**src/hdl/hstr_pkg.sv**
```systemverilog
// Shared constants, types and codes of the half-space tile rasteriser.
package hstr_pkg;

    // Tile edge length in pixels and integer bits of a vertex coordinate.
    localparam int TILE_SIZE      = 8;
    localparam int COORD_INT_BITS = 12;

    // Vertex coordinate bits kept from a register (12.4, at most 16 bits).
    localparam int CW = (COORD_INT_BITS + 4 > 16) ? 16 : COORD_INT_BITS + 4;

    // Pixel index width, 12.4 pixel position width and tile counter width.
    localparam int PIX_W = 12;
    localparam int PX_W  = 16;
    localparam int TL    = (TILE_SIZE > 1) ? $clog2(TILE_SIZE) : 1;

    // Offset of the far tile corner in 12.4 units.
    localparam int CORNER_OFF = (TILE_SIZE - 1) * 16;

    // Arithmetic widths: coordinate difference, product, edge value.
    localparam int SW = PX_W + 1;
    localparam int PW = 2 * SW;
    localparam int EW = PW + 3;

    // Barycentric numerator, its magnitude, denominator and divisor widths.
    localparam int NUMS_W = PW + 1;
    localparam int NUM_W  = PW;
    localparam int DEN_W  = PW - 3;
    localparam int DVS_W  = DEN_W - 1;
    localparam int QW     = NUM_W + 1;

    // Weight, colour product and colour sum widths.
    localparam int LW  = QW + 2;
    localparam int CPW = LW + 9;
    localparam int CSW = CPW + 2;
    localparam int CH_W = 8;

    // Divider stages: one quotient bit per stage plus the sign stage.
    localparam int DIV_LAT = NUM_W + 1;

    // Cycles for the triangle set-up to settle after a register write.
    localparam int SETTLE   = 3;
    localparam int SETTLE_W = $clog2(SETTLE + 1);

    // Register indexes of the configuration port.
    typedef enum logic [2:0] {
        REG_A_POS = 3'd0,
        REG_B_POS = 3'd1,
        REG_C_POS = 3'd2,
        REG_A_COL = 3'd3,
        REG_B_COL = 3'd4,
        REG_C_COL = 3'd5
    } cfg_reg_t;

    // Tile classification codes.
    typedef enum logic [1:0] {
        CLS_OUT  = 2'd0,
        CLS_FULL = 2'd1,
        CLS_PART = 2'd2
    } tile_class_t;

    // Triangle set-up, derived from the vertex registers.
    typedef struct packed {
        logic [2:0][SW-1:0] edx;
        logic [2:0][SW-1:0] edy;
        logic [2:0][EW-1:0] ec;
        logic [PX_W-1:0]    vx2;
        logic [PX_W-1:0]    vy2;
        logic [SW-1:0]      y23;
        logic [SW-1:0]      x32;
        logic [SW-1:0]      y31;
        logic [SW-1:0]      x13;
        logic [DEN_W-1:0]   denom;
        logic [2:0][23:0]   col;
    } setup_t;

    // One pixel travelling down the pipeline.
    typedef struct packed {
        logic          valid;
        logic [PIX_W-1:0] x;
        logic [PIX_W-1:0] y;
        tile_class_t   cls;
        logic          last;
    } pix_item_t;

    // Pixel with its coverage decision.
    typedef struct packed {
        pix_item_t item;
        logic      cov;
        logic      col_en;
    } pix_side_t;

endpackage

```
**src/hdl/hstr_tile.sv**
```systemverilog
// Tile front end: corner classification and the pixel sequencer.
module hstr_tile
    import hstr_pkg::*;
(
    input  logic        clk,
    input  logic        rst_n,
    input  logic        tile_valid,
    output logic        tile_ready,
    input  logic [8:0]  tile_col,
    input  logic [8:0]  tile_row,
    input  logic        settled,
    input  setup_t      setup,
    input  logic        take,
    output pix_item_t   item
);

    logic                 t1_valid_reg, t2_valid_reg, t3_valid_reg, gen_valid_reg;
    logic [PIX_W-1:0]     t1_x0_reg, t1_y0_reg, t2_x0_reg, t2_y0_reg, t3_x0_reg, t3_y0_reg;
    logic signed [PW-1:0] t2_ea_reg [3];
    logic signed [PW-1:0] t2_eb_reg [3];
    logic signed [EW-1:0] t3_e_reg  [3];

    logic [PIX_W-1:0] gx0_reg, gy0_reg;
    tile_class_t      gcls_reg;
    logic [TL-1:0]    gi_reg, gj_reg;

    logic t1_free, t2_free, t3_free, gen_free, gen_last, accept;
    logic [PX_W-1:0] px0, py0;
    logic signed [EW-1:0] dxo [3];
    logic signed [EW-1:0] dyo [3];
    logic [3:0]  amask [3];
    tile_class_t cls;

    // Stage hand-over: a stage moves on when the next one is free.
    assign gen_last = (gi_reg == TL'(TILE_SIZE - 1)) && (gj_reg == TL'(TILE_SIZE - 1));
    assign gen_free = !gen_valid_reg || (gen_last && take);
    assign t3_free  = !t3_valid_reg || gen_free;
    assign t2_free  = !t2_valid_reg || t3_free;
    assign t1_free  = !t1_valid_reg || t2_free;

    assign tile_ready = t1_free && settled;
    assign accept     = tile_valid && tile_ready;

    always_ff @(posedge clk or negedge rst_n)
    begin
        if (!rst_n)
        begin
            t1_valid_reg  <= 1'b0;
            t2_valid_reg  <= 1'b0;
            t3_valid_reg  <= 1'b0;
            gen_valid_reg <= 1'b0;
            gi_reg        <= '0;
            gj_reg        <= '0;
        end
        else
        begin
            if (t1_free)
                t1_valid_reg <= accept;
            if (t2_free)
                t2_valid_reg <= t1_valid_reg;
            if (t3_free)
                t3_valid_reg <= t2_valid_reg;
            if (gen_free)
            begin
                gen_valid_reg <= t3_valid_reg;
                gi_reg        <= '0;
                gj_reg        <= '0;
            end
            else if (take)
            begin
                if (gi_reg == TL'(TILE_SIZE - 1))
                begin
                    gi_reg <= '0;
                    gj_reg <= gj_reg + 1'b1;
                end
                else
                    gi_reg <= gi_reg + 1'b1;
            end
        end
    end

    // Stage one: the tile's first pixel.
    always_ff @(posedge clk)
    begin
        if (t1_free && accept)
        begin
            t1_x0_reg <= PIX_W'(tile_col * TILE_SIZE);
            t1_y0_reg <= PIX_W'(tile_row * TILE_SIZE);
        end
    end

    assign px0 = {t1_x0_reg, 4'b0000};
    assign py0 = {t1_y0_reg, 4'b0000};

    // Stage two: edge products at the first corner.
    always_ff @(posedge clk)
    begin
        if (t2_free)
        begin
            t2_x0_reg <= t1_x0_reg;
            t2_y0_reg <= t1_y0_reg;
            for (int k = 0; k < 3; k++)
            begin
                t2_ea_reg[k] <= $signed(setup.edx[k]) * $signed({1'b0, py0});
                t2_eb_reg[k] <= $signed(setup.edy[k]) * $signed({1'b0, px0});
            end
        end
    end

    // Stage three: edge values at the first corner.
    always_ff @(posedge clk)
    begin
        if (t3_free)
        begin
            t3_x0_reg <= t2_x0_reg;
            t3_y0_reg <= t2_y0_reg;
            for (int k = 0; k < 3; k++)
                t3_e_reg[k] <= $signed(setup.ec[k]) + EW'(t2_ea_reg[k]) - EW'(t2_eb_reg[k]);
        end
    end

    // Remaining corners by constant offsets, then the tile class.
    always_comb
    begin
        cls = CLS_FULL;
        for (int k = 0; k < 3; k++)
        begin
            dxo[k] = EW'($signed(setup.edx[k])) * EW'(CORNER_OFF);
            dyo[k] = EW'($signed(setup.edy[k])) * EW'(CORNER_OFF);
            amask[k][0] = t3_e_reg[k] > 0;
            amask[k][1] = (t3_e_reg[k] - dyo[k]) > 0;
            amask[k][2] = (t3_e_reg[k] + dxo[k]) > 0;
            amask[k][3] = (t3_e_reg[k] + dxo[k] - dyo[k]) > 0;
        end
        if (amask[0] == 4'h0 || amask[1] == 4'h0 || amask[2] == 4'h0)
            cls = CLS_OUT;
        else if (amask[0] != 4'hF || amask[1] != 4'hF || amask[2] != 4'hF)
            cls = CLS_PART;
    end

    // Sequencer holding the tile whose pixels are being issued.
    always_ff @(posedge clk)
    begin
        if (gen_free && t3_valid_reg)
        begin
            gx0_reg  <= t3_x0_reg;
            gy0_reg  <= t3_y0_reg;
            gcls_reg <= cls;
        end
    end

    assign item.valid = gen_valid_reg;
    assign item.x     = gx0_reg + PIX_W'(gi_reg);
    assign item.y     = gy0_reg + PIX_W'(gj_reg);
    assign item.cls   = gcls_reg;
    assign item.last  = gen_last;

endmodule

```
**config.mk**
```make
export PLATFORM = sky130hd
export DESIGN_NAME = hstr_tile
export DESIGN_NICKNAME = d
export VERILOG_FILES = /design/src/hdl/hstr_pkg.sv /design/src/hdl/hstr_tile.sv
export SDC_FILE = /design/constraint.sdc
export NUM_CORES = 2
export LEC_CHECK = 0
export BUFFER_PORTS_ARGS = -buffer_cell sky130_fd_sc_hd__buf_2
export CAP_MARGIN = 25
export CORE_MARGIN = 4
export CORE_UTILIZATION = 55
export CTS_CLUSTER_SIZE = 24
export DETAILED_ROUTE_END_ITERATION = 10
export PLACE_DENSITY_LB_ADDON = 0.08
export SYNTH_ARGS = -nofsm -noshare
export SYNTH_HDL_FRONTEND = slang
export SYNTH_SLANG_ARGS = --single-unit
```
**constraint.sdc**
```tcl
create_clock -name clk -period 7.7 [get_ports clk]
set_clock_uncertainty 0.1 [all_clocks]
set_input_delay 0.385 -clock clk [delete_from_list [all_inputs] [get_ports clk]]
set_output_delay 0.385 -clock clk [all_outputs]
set_load 0.005 [all_outputs]
```
==> impl_metrics.toml <==
[logic_synthesis]
synth_edf_count = 347
ys_types = 95
synth_ff_type = "edfxtp_1"
synthAdderAreaFrac = 0.4046
synth.area.top_cells = "fa_1 (25%), ha_1 (16%), edfxtp_1 (13%), inv_1 (8.9%), and2_1 (5.1%)"
avgSynthCellArea_um2 = 8.734
synthMuxAreaShare = 0.004453
netlist_area_um2 = 77550
synthArstFlopShare = 0.02801
synth_compound_area_frac = 0.1325
syn_nets = 11250
synthCells = 8879
synth_top_family_by_area = "adder cells"
ys_seq_area_frac = 0.1376
yosys.area_share.simple = 0.1593
yosysMostFrequentCell = "inv_1"
yosysTopAreaCellShare = 0.2478
ys_top_cells_by_count = "inv_1 (1841), ha_1 (972), fa_1 (960), and2_1 (634), nand2_1 (623)"
synth_xor_area_frac = 0.06150
ys_warn_count = 0
synth_largest_area_cell = "fa_1"
ys_ff_latch = 357

[sta]
rsz0062_at_grt = "true"
finalCritPeriodShare = 1.105
hold_violations = 0
layout_setup_ws_ns = -0.8065
tightestPinTransition_ns = 1.227
max_freq_ghz = 0.1176
fin_crit_ns = 8.507
slew_violations = 0
setup_violations = 2
slew_headroom = 0.1759

[final_layout]
largest_reg_flops = 111
drive_gt1_frac = 0.1341
n_fill_cell = 12130
register_area_um2 = 10670
finalInstanceArea_um2 = 89230
finalNetCount = 12250
area_delta_synth_final_pct = 15.05
multi_input_area_um2 = 59370

[detailed_routing]
drc = 0
viasPerCell = 5.555
wl_met2_um = 103500
drt-pass1-iter-count = 6
met1_length_um = 103700
drt-initial-drc-count = 4653
vias = 65610
top_layer = "met5"
wirelength_um = 228300
routedWlPerCell_um = 19.33
antenna_left = 0
wl_met3_um = 15090

[pwr]
p_sw_frac = 0.5088
clockPowerShare = 0.066
comb_power_share = 0.846
p_int_mw = 16.80
power_frac_seq = 0.088
power.net_switching_mw = 17.40
vdd_ir_drop_max_uv = 359.0
powerDensity_nw_per_um2 = 383.3
p_leak_nw = 45.24

[global_routing]
grt_max_degree = 127
track_usage = 0.3120
overflow = 0
grt_antenna_before_repair = 29
grt_pass1_vias = 66800
grt_first_pass_wirelength_um = 362900

[die]
rows = 137
start_util = 0.5544
dieArea_um2 = 147100
core-area_um2 = 139900
dieHeight_um = 383.5
dieWidth_um = 383.5
num_io_pins = 468

[placement]
preCtsSetupSlack_ns = -1.812
postPlaceCellArea_um2 = 87160
numPortBuffers = 264
gp_congestion = 0.9704
dp_hpwl_um = 193500

[setup_path]
path_common_cell = "a21oi_2"
cp_max_fo = 3
r2r_slack_ns = 0.50
worst_path_largest_cell_delay_ns = 0.57
crit_arrival_ns = 8.88
cp-start-kind = "input port"
critPathSlowestCell = "or4_4"
required_ns = 8.07
end_kind = "flop"
path_class = "in2reg"

[clock_tree]
htreeDepth = 2
numCtsBuffers = 48
insertion_delay_ns = 0.66
cts_root_buffer = "clkbuf_16"
clk_pin_slew_worst_paths_ns = 0.06
ctsLongestPathBuffers = 3
cts_tree = "done"
cts.sinks = 357

[outcome]
status = "finished with violations"
violations = "negative setup slack"

[flow_run]
maxCapViolations = 0

[min_path]
hold_class = "in2reg"
[power groups by stage]
stage	Combinational, mW	Sequential [mW]	Clock (mW)
global route	32.0	3.02	2.38
floorplan	18.7	3.04	0
CTS	28.7	3.02	2.30
finish	28.9	3.02	2.25
detailed placement	28.3	3.06	0
global placement	28.0	3.06	0
[per-layer routing]
metal,vias to the layer above,GRT usage
li1,31180,-
met1,32340,0.4467
met2,1765,0.5037
met3,311,0.04168
met4,14,0.07439
met5,-,0
[final cells by class]
cell class,count,area share
Antenna cell,15,0.0004207
Clock buffer,58,0.01436
Clock inverter,32,0.002959
Inverter,1842,0.07749
Multi-Input combinational cell,6458,0.6653
Sequential cell,357,0.1196
Tap cell,1876,0.02631
Timing Repair Buffer,1172,0.09355
[through the flow]
step           total power [mW]  TNS [ns]  std cells  hold slack, ns  utilization
6_report                  34.20    -1.504      11810          0.1400       0.6379
5_1_grt                   37.38    -2.412      11800          0.1443       0.6377
4_1_cts                   34.01    -1.274      11790          0.1016       0.6372
3_5_place_dp              31.37    -3.474      11670          0.1611       0.6231
3_3_place_gp              31.10    -3.005      11670          0.1576       0.6231
2_1_floorplan             21.72    -1.547       8879        -0.01059            -
[kinds of logic after synthesis]
| logic type | Yosys count |
|---|---|
| AOI/OAI and AO/OA | 1560 |
| DFF | 357 |
| xor gates and xnor gates | 539 |
| muxes | 34 |
| adders and majority gates | 1932 |
| and+or+nand+nor | 2393 |
| buffers and inverters | 2064 |
[worst max-delay path: cells and delay by family]
| family | cells | cell delay, ns |
|---|---|---|
| simple gates | 11 | 2.41 |
| xor+xnor | 2 | 0.32 |
| compound gates | 22 | 3.86 |
| buf+inv | 3 | 0.25 |
| fa+ha+maj | 5 | 1.65 |
[timing repair]
item	4_1_cts	5_1_grt
pin swaps	8	9
hold buffers	27	0
endpoints found under the setup margin	2	2
gates resized for setup	20	10
buffers inserted	8	2
hold endpoints to repair	36	0
[placed cells by master (no fill, tap or decap), types with 17 or more instances in the layout]
cell           count
and2_1           632
nor4_1            59
a2111oi_0         17
or2_2             23
nor3b_1           23
nor2_1           362
nand2b_1          78
edfxtp_1         347
or3_1             37
a211o_1           21
xor2_1           134
ha_1             969
o211ai_1          41
clkbuf_16         50
a31o_2            21
a21oi_1          444
nand3_1          125
o22ai_1           20
mux2i_1           30
inv_1           1840
buf_2            262
nor3_1           149
buf_4            871
o21bai_1         101
o31ai_1           29
nand2_1          621
dlygate4sd3_1     27
fa_1             960
o21ai_0          243
nand4_1           56
a21o_1           174
a211oi_1          57
nor2b_1           80
o2111ai_1         22
xnor2_1          400
a31oi_1           67
and3_1            57
o21a_1            90
o31a_1            24
[final timing paths]
path                                        start                    endpoint  cells after the start
min in group asynchronous                   rst_n       gj_reg[2]$_DFFE_PN0P_                      3
max in group asynchronous                   rst_n    t1_valid_reg$_DFFE_PN0N_                      3
min                                    tile_valid      t1_y0_reg[5]$_DFFE_PP_                      2
max                                    setup[401]   gcls_reg[1]$_SDFFCE_PP0P_                     43
max reg2reg                t1_y0_reg[4]$_DFFE_PP_  t2_ea_reg[0][53]$_DFFE_PP_                     24
min reg2reg                t3_y0_reg[3]$_DFFE_PP_        gy0_reg[3]$_DFFE_PP_                      0
No activity file was read; power rests on OpenSTA's default activity.
